**config.mk**
```make
export PLATFORM = sky130hd
export DESIGN_NAME = ptht_hash
export DESIGN_NICKNAME = d
export VERILOG_FILES = /design/src/rtl/core/ptht_pkg.sv /design/src/rtl/core/ptht_hash.sv
export SDC_FILE = /design/constraint.sdc
export NUM_CORES = 1
export LEC_CHECK = 0
export BUFFER_PORTS_ARGS = -buffer_cell sky130_fd_sc_hd__clkbuf_2
export CORE_AREA = 2 2 150 79
export CTS_CLUSTER_DIAMETER = 60
export DETAILED_ROUTE_END_ITERATION = 12
export DIE_AREA = 0 0 152 81
export GPL_TIMING_DRIVEN = 0
export PLACE_DENSITY = 0.56
export SLEW_MARGIN = 20
export SYNTH_ARGS = -nofsm -noshare
export SYNTH_HDL_FRONTEND = slang
export SYNTH_SLANG_ARGS = --single-unit
```
**constraint.sdc**
```tcl
create_clock -name clk -period 4.58 [get_ports clk]
set_clock_uncertainty 0.05 [all_clocks]
set_input_delay 0.916 -clock clk [delete_from_list [all_inputs] [get_ports clk]]
set_output_delay 0.916 -clock clk [all_outputs]
set_load 0.01 [all_outputs]
```
**src/rtl/core/ptht_pkg.sv**
```systemverilog
// Shared types and constants for the pointer tracking hash table core.
package ptht_pkg;

	// Command codes carried in the input beat.
	localparam logic [1:0] CMD_INSERT        = 2'd0;
	localparam logic [1:0] CMD_RELEASE_USER  = 2'd1;
	localparam logic [1:0] CMD_RELEASE_GUARD = 2'd2;

	// Result status codes.
	localparam logic [1:0] STATUS_DONE      = 2'd0;
	localparam logic [1:0] STATUS_FULL      = 2'd1;
	localparam logic [1:0] STATUS_UNTRACKED = 2'd2;

	// Configuration register indexes.
	localparam logic CFG_HASH_SHIFT   = 1'b0;
	localparam logic CFG_GUARD_OFFSET = 1'b1;

	// Home slot reduction walks the shifted address one nibble per cycle.
	localparam int HASH_DIGIT_W   = 4;
	localparam int HASH_STEPS     = 64 / HASH_DIGIT_W;
	localparam int HASH_STEP_CNT_W = 4;

	// One stored allocation record.
	typedef struct packed {
		logic [63:0] user_address;
		logic [63:0] original_address;
		logic [63:0] byte_size;
	} entry_t;

	// Sequencer states.
	typedef enum logic [2:0] {
		ST_CLEAR,
		ST_IDLE,
		ST_HASH,
		ST_PROBE,
		ST_OUT
	} state_t;

endpackage

```
**src/rtl/core/ptht_hash.sv**
```systemverilog
// Iterative home slot unit: (value mod TABLE_SLOTS) with one compare-subtract per bit.
module ptht_hash #(
	parameter int TABLE_SLOTS = 64
) (
	input  logic                             clk,
	input  logic                             arst_n,
	input  logic                             start,
	input  logic [63:0]                      value,
	output logic                             done,
	output logic [$clog2(TABLE_SLOTS)-1:0]   slot
);

	localparam int SW = $clog2(TABLE_SLOTS);
	localparam logic [SW:0] SLOTS_X = (SW+1)'(TABLE_SLOTS);

	logic [63:0]                           val_q;
	logic [SW-1:0]                         rem_q;
	logic [ptht_pkg::HASH_STEP_CNT_W-1:0]  cnt_q;
	logic                                  busy_q;
	logic                                  done_q;

	// Fold four address bits into the running remainder, most significant first.
	function automatic logic [SW-1:0] reduce_digit(
		input logic [SW-1:0]                       r,
		input logic [ptht_pkg::HASH_DIGIT_W-1:0]   d
	);
		logic [SW:0] t;
		t = {1'b0, r};
		for (int i = ptht_pkg::HASH_DIGIT_W - 1; i >= 0; i--) begin
			t = {t[SW-1:0], d[i]};
			if (t >= SLOTS_X) begin
				t = t - SLOTS_X;
			end
		end
		return t[SW-1:0];
	endfunction

	// Control of the reduction loop.
	always_ff @(posedge clk or negedge arst_n) begin
		if (!arst_n) begin
			busy_q <= 1'b0;
			done_q <= 1'b0;
			cnt_q  <= '0;
		end else begin
			done_q <= 1'b0;
			if (start) begin
				busy_q <= 1'b1;
				cnt_q  <= '0;
			end else if (busy_q) begin
				cnt_q <= cnt_q + 1'b1;
				if (cnt_q == ptht_pkg::HASH_STEP_CNT_W'(ptht_pkg::HASH_STEPS - 1)) begin
					busy_q <= 1'b0;
					done_q <= 1'b1;
				end
			end
		end
	end

	// Remainder and remaining address bits.
	always_ff @(posedge clk) begin
		if (start) begin
			val_q <= value;
			rem_q <= '0;
		end else if (busy_q) begin
			rem_q <= reduce_digit(rem_q, val_q[63 -: ptht_pkg::HASH_DIGIT_W]);
			val_q <= val_q << ptht_pkg::HASH_DIGIT_W;
		end
	end

	assign done = done_q;
	assign slot = rem_q;

endmodule

```
==> summary.md, run 1 <==
| Metric | Value |
|---|---|
| Dpl cell area | `3770 um^2` |
| Most frequent cell after synthesis | `edfxtp_1` |
| Clk sink count | `76` |
| Setup TNS | `0 ps` |
| Place WS | `2160 ps` |
| Antenna violations before repair | `0` |
| H-tree levels | `3` |
| Final Hold Viols | `0` |
| Worst rel slew slack | `75.6%` |
| Worst endpoint required time | `4540 ps` |
| Cells after synthesis | `179` |
| Final worst slack | `2540 ps` |
| # hold bufs at CTS | `0` |
| RSZ-0062 raised after global routing | `no` |
| DRC viols | `0` |
| Top cells by count, synth | `64 x edfxtp_1, 58 x mux2_2, 9 x nor2_1` |
| Hold Path Class | `input pin to asynchronous set/reset pin` |
| Die area | `12300 um^2` |
| Yosys reg bits | `76` |
| Post-DP HPWL | `4450 um` |
| Synthesized Nets | `247` |
| PostCTS Resize Cnt | `0` |
| Initial drt markers | `64` |
| Status | `finished clean` |
| CP max FO | `41` |
| Cell area after synthesis | `3200 um^2` |
| Post-synth top area cell | `edfxtp_1` |
| Synth top area share | `60.0%` |
| DRT Wirelength | `6220 um` |
| Worst-skew pair later-pin latency | `330 ps` |
| Number of buffers added for setup after CTS | `0` |
| Synth unique cells | `24` |
| Number of diodes | `0` |
| Final Instance Area | `4130 um^2` |
| Layout Utilization | `36.7%` |
| Rows | `28` |
| Die width | `152 um` |
| DRT antenna net count | `0` |
| Synth warn | `0` |
| Syn_area_per_cell | `17.9 um^2` |
| Gr ovfl total | `0` |
| Clk slew on worst S/H paths | `60 ps` |
| Die extent in y | `81 um` |
| Total track usage | `11.0%` |
| CP startpoint kind | `input pin` |
| Core box area | `11200 um^2` |
| Fillcell total | `1082` |
| Vias per cell | `4.20` |
| Max VDD drop | `0.179 mV` |
| Via Count | `1755` |
| Crit path capture type | `register` |
| Maxcap violations | `0` |
| Clk root buf | `clkbuf_16` |
| Top Ports | `74` |
| TritonCTS clock tree | `built` |
| Wire per inst | `14.9 um` |
| I/O Buffers | `72` |
| Worst-Margin Slew | `367 ps` |
| Number of synthesized flops with an enable pin | `64` |
| Fin. max-slew vios | `0` |
| Post-synth ARST share | `7.89%` |
| Initial Utilization | `28.5%` |
| Min Tclk post-route | `2040 ps` |
| Synthesis-to-layout area growth | `28.9%` |
| Final nets | `331` |
| Synth top area cells | `edfxtp_1 60%, mux2_2 20%, dfrtp_1 4.7%` |
| Layout cell share with drive strength beyond 1 | `60.4%` |
| Largest net degree at the start of global routing | `42` |
| Pre-antenna DRT Iters | `4` |
| Critical path arrival | `2010 ps` |
| R2R setup slack | `2810 ps` |
| Leakage | `1.74 nW` |
| Sequential fraction of the synthesis area | `68.4%` |
| F_max | `490 MHz` |
| Buffer depth of the longest clock path | `2` |
| First-pass GRT wire length | `10000 um` |
| Power per cell area | `428 nW/um^2` |
| Vias in the first global route | `1844` |
| Ys flop type | `edfxtp_1` |
| Tcrit/Tclk final | `44.6%` |
| GPL Wtd Cong | `0.717` |
| CTS Buf Count | `9` |
| CP Class | `input pin to register` |
| Setup violators final | `0` |
[path summary, 6_finish.rpt]
path                       cells after the start         to    start
max in group asynchronous                      1   cnt_q[3]   arst_n
min in group clk                               2    slot[5]  slot[5]
min                                            1       done   arst_n
max                                            5  val_q[43]    start
max reg2reg                                    4  val_q[43]   busy_q
min reg2reg                                    2    slot[5]  slot[5]
[critical path, stage by stage]
cell and delay [ps]:
buf_6 100, buf_8 150, buf_12 150, or2_4 360, buf_12 280
[cell families (layout without fill, tap and decap cells)]
kind of cell             after synthesis  after routing  synth area share [%]
flip-flops                            76             76                  68.4
XOR/XNOR                               1              1                 0.273
AND/OR/NAND/NOR                       19             19                  3.05
buffers and inverters                 11            100                  3.16
multiplexers                          68             68                  24.0
AO/OA/AOI/OAI                          3              3                 0.703
adder cells (fa/ha/maj)                1              1                 0.391
[state kept, by name (all words and copies together) (netlist names)]
name / cells
busy_q: 1
cnt_q: 4
done: 1
slot: 6
val_q: 64
[power by group]
part | internal [mW] | switching [mW]
Sequential | 0.820 | 0.0195
Clock | 0.530 | 0.271
Combinational | 0.0825 | 0.0464
[metrics by stage]
stage | total power, mW | instances | hold slack [ps]
after floorplan | 0.929 | 179 | 406
after global placement | 0.981 | 401 | 421
after detailed placement | 0.986 | 402 | 446
after CTS | 1.80 | 418 | 352
after global routing | 1.85 | 418 | 352
final | 1.77 | 418 | 362
[final cells by class]
class                   instances  area [um^2]  area share (%)
plain buffers                  11          101            2.45
clock buffers                  16          357            8.63
multi-input cells              92          912            22.1
flip-flops and latches         76         2190            53.1
well taps                     150          188            4.54
repair buffers                 73          380            9.21
[cells in the final DEF (no fill, tap or decap), drive strengths merged]
| master | count |
|---|---|
| nand3b | 1 |
| and2 | 4 |
| ha | 1 |
| mux2i | 7 |
| a21bo | 1 |
| a21o | 1 |
| clkbuf | 88 |
| a21oi | 1 |
| nor2b | 1 |
| nor3b | 1 |
| nand3 | 1 |
| buf | 12 |
| edfxtp | 64 |
| nand4 | 1 |
| or2 | 1 |
| dfxtp | 6 |
| dfrtp | 6 |
| xnor2 | 1 |
| nor2 | 9 |
| mux2 | 61 |
[per-layer routing]
metal | share of wire (%) | track usage [%]
met1 | 51 | 14.9
met2 | 38 | 14.8
met3 | 9.0 | 6.08
met4 | 1.0 | 3.93
met5 | 0 | 0
Power figures use the tool's default switching activity.
==> run 2: changes to the inputs <==
clock period = 1.9 ns   (was 4.58 ns; I/O delays follow)
==> summary.md, run 2 (synthesis gave the netlist of run 1 again) <==
| Metric | Value |
|---|---|
| Status | `finished clean` |
| Via Count | `1762 (+0.40%)` |
| CP max stage delay | `450 ps (+90 ps)` |
| Clk pwr share | `45.0% (-0.3 points)` |
| Die width | `152 um (unchanged)` |
| Setup violators final | `0 (unchanged)` |
| CP max stage cell | `or2_4` |
| Die extent in y | `81 um (unchanged)` |
| Crit path depth | `3 (-2)` |
| I/O Buffers | `72 (unchanged)` |
| Met3 Track Usage GR | `5.87% (-0.21 points)` |
| WP buf/inv | `2 (-2)` |
| Wire per inst | `15.1 um (+1.3%)` |
| TritonCTS clock tree | `built` |
| Dpl cells | `401 (-0.25%)` |
| Hold Path Class | `input pin to register` |
| Fin. max-slew vios | `0 (unchanged)` |
| GPL Wtd Cong | `0.665 (-7.2%)` |
| Buffer depth of the longest clock path | `2 (unchanged)` |
| CP startpoint kind | `register` |
| Post-DP HPWL | `4170 um (-6.4%)` |
| Min Tclk post-route | `1590 ps` |
| Sequential cell area | `2190 um^2 (unchanged)` |
| Rows | `28 (unchanged)` |
| Antenna violations before repair | `0 (unchanged)` |
| DRT antenna net count | `0 (unchanged)` |
| Max reg flops | `64 (unchanged)` |
| Setup TNS | `0 ps (unchanged)` |
| Initial drt markers | `64 (unchanged)` |
| Vias per cell | `4.21 (+0.16%)` |
| Worst Setup EP | `val_q[55]` |
| Gr ovfl total | `0 (unchanged)` |
| Worst endpoint required time | `1820 ps (-2720 ps)` |
| Final hold slack | `283 ps (-78.9 ps)` |
| Largest net degree at the start of global routing | `33 (-21%)` |
| Switching Share | `19.5% (+0.44 points)` |
| Cell chain of the critical path | `buf_2 > buf_4 > or2_4` |
| CP Class | `register to register` |
| RSZ-0062 raised after global routing | `no` |
| Maxcap violations | `0 (unchanged)` |
| P_int | `3.42 mW (+140%)` |
| Clk sink count | `76 (unchanged)` |
| Top Ports | `74 (unchanged)` |
| Most frequent cells in the layout | `72 x clkbuf_2, 64 x edfxtp_1, 58 x mux2_2, 13 x clkbuf_16, 9 x nor2_1` |
| GR peak layer | `met1` |
| Vias in the first global route | `1824 (-1.1%)` |
| Most common cell after layout, fill and taps aside | `clkbuf_2` |
| Max VDD drop | `0.373 mV (+110%)` |
| Power per cell area | `1030 nW/um^2 (+140%)` |
| F_max | `628 MHz` |
| Final nets | `332 (+0.30%)` |
| Clk root buf | `clkbuf_16` |
| Worst rel slew slack | `67.2% (-8.3 points)` |
| Tcrit/Tclk final | `83.9%` |
| First-pass GRT wire length | `9950 um (-0.90%)` |
| Clk slew on worst S/H paths | `60 ps (about the same)` |
| H-tree levels | `3 (unchanged)` |
| Comb pwr share | `7.3% (about the same)` |
| Worst-skew pair later-pin latency | `330 ps (about the same)` |
| Final Hold Viols | `0 (unchanged)` |
| Psw | `828 uW (+150%)` |
| DRC viols | `0 (unchanged)` |
| Total track usage | `11.1% (+0.056 points)` |
| Top reg by flops | `val_q` |
| Reg-to-reg endpoint | `val_q[55]` |
| Reg power frac | `47.7% (+0.2 points)` |
| Number of diodes | `0 (unchanged)` |
| Initial Utilization | `28.5% (unchanged)` |
| Leakage | `1.74 nW (-0.13%)` |
| CP max FO | `32 (-22%)` |
| Synthesis-to-layout area growth | `28.8%` |
| Crit-path leading delay family | `simple AND/OR/NAND/NOR gates` |
| FF-to-FF Start | `busy_q` |
| CTS Buf Count | `9 (unchanged)` |
| Met2 Use GR | `14.6% (-0.14 points)` |
| Multi-input gate area | `921 um^2 (+0.96%)` |
| Fillcell total | `1076 (-0.55%)` |
| Critical path arrival | `1510 ps (-500 ps)` |
| Core box area | `11200 um^2 (unchanged)` |
| Worst-Margin Slew | `492 ps (+125 ps)` |
| DRT Wirelength | `6320 um (+1.5%)` |
| Post-Layout Cell Count | `419 (+0.24%)` |
| R2R setup slack | `310 ps (-2500 ps)` |
| Worst reg-to-reg path cell count | `3 (-1)` |
| Pre-antenna DRT Iters | `3 (-1)` |
| Layout cell share with drive strength beyond 1 | `60.6% (+0.15 points)` |
| Die area | `12300 um^2 (unchanged)` |
| Crit path capture type | `register` |
| Met1 Usage GRT | `15.2% (+0.30 points)` |
| Critical path launch point | `busy_q` |
## run 2: worst min-delay path by stage
| stage | cells past startpoint | startpoint | slack, ps | to |
|---|---|---|---|---|
| global placement | 1 | arst_n | 160 | done |
| global route | 2 | value[1] | 270 | val_q[1] |
| finish | 2 | value[2] | 280 | val_q[2] |
| detailed placement | 1 | arst_n | 170 | done |
| CTS | 2 | value[1] | 270 | val_q[1] |
| floorplan | 0 | arst_n | 30 | busy_q |
## run 2: power by group through the flow
stage | Clock (mW) | Sequential [mW] | Combinational, mW
2_1_floorplan | 0 | 2.04 | 0.196
3_3_place_gp | 0 | 2.06 | 0.307
3_5_place_dp | 0 | 2.06 | 0.311
4_1_cts | 1.96 | 2.03 | 0.317
5_1_grt | 2.04 | 2.04 | 0.344
6_report | 1.91 | 2.03 | 0.310
## run 2: worst reg2reg max path, cell delays in order, from the launching register on
cell	delay (ps)
dfrtp_1	310
buf_2	160
buf_4	230
or2_4	450
## run 2: stage by stage
| stage | setup WS, ps | cell area [um^2] | total power [mW] | utilization, % |
|---|---|---|---|---|
| 2_1_floorplan | 221 | 3210 | 2.24 | - |
| 3_3_place_gp | -106 | 3750 | 2.37 | 33.4 |
| 3_5_place_dp | -121 | 3750 | 2.37 | 33.4 |
| 4_1_cts | 30.4 | 4120 | 4.30 | 36.6 |
| 5_1_grt | 193 | 4120 | 4.43 | 36.7 |
| 6_report | 307 | 4120 | 4.25 | 36.7 |
## run 2: layer usage
layer	part of all wire (%)	wire length (um)	vias up
met3	8.4	532	10
met1	52	3310	856
met4	1.1	70	0
met5	0	0	-
met2	38	2400	50
li1	-	-	846
## run 2: layout make-up
cell class / count / area share, %
multi-input cells: 93 / 22.3
plain buffers: 11 / 2.46
flip-flops and latches: 76 / 53.2
well taps: 150 / 4.55
clock buffers: 14 / 8.22
clock inverters: 2 / 0.303
repair buffers: 73 / 8.98
## run 2: repair_timing
action,CTS,global route
cloned,1,0
hold buffers,1,0
gates resized for setup,0,1
endpoints found under the hold margin,6,0
endpoints found under the setup margin,64,32
pin swaps,1,0
buffers inserted,0,0
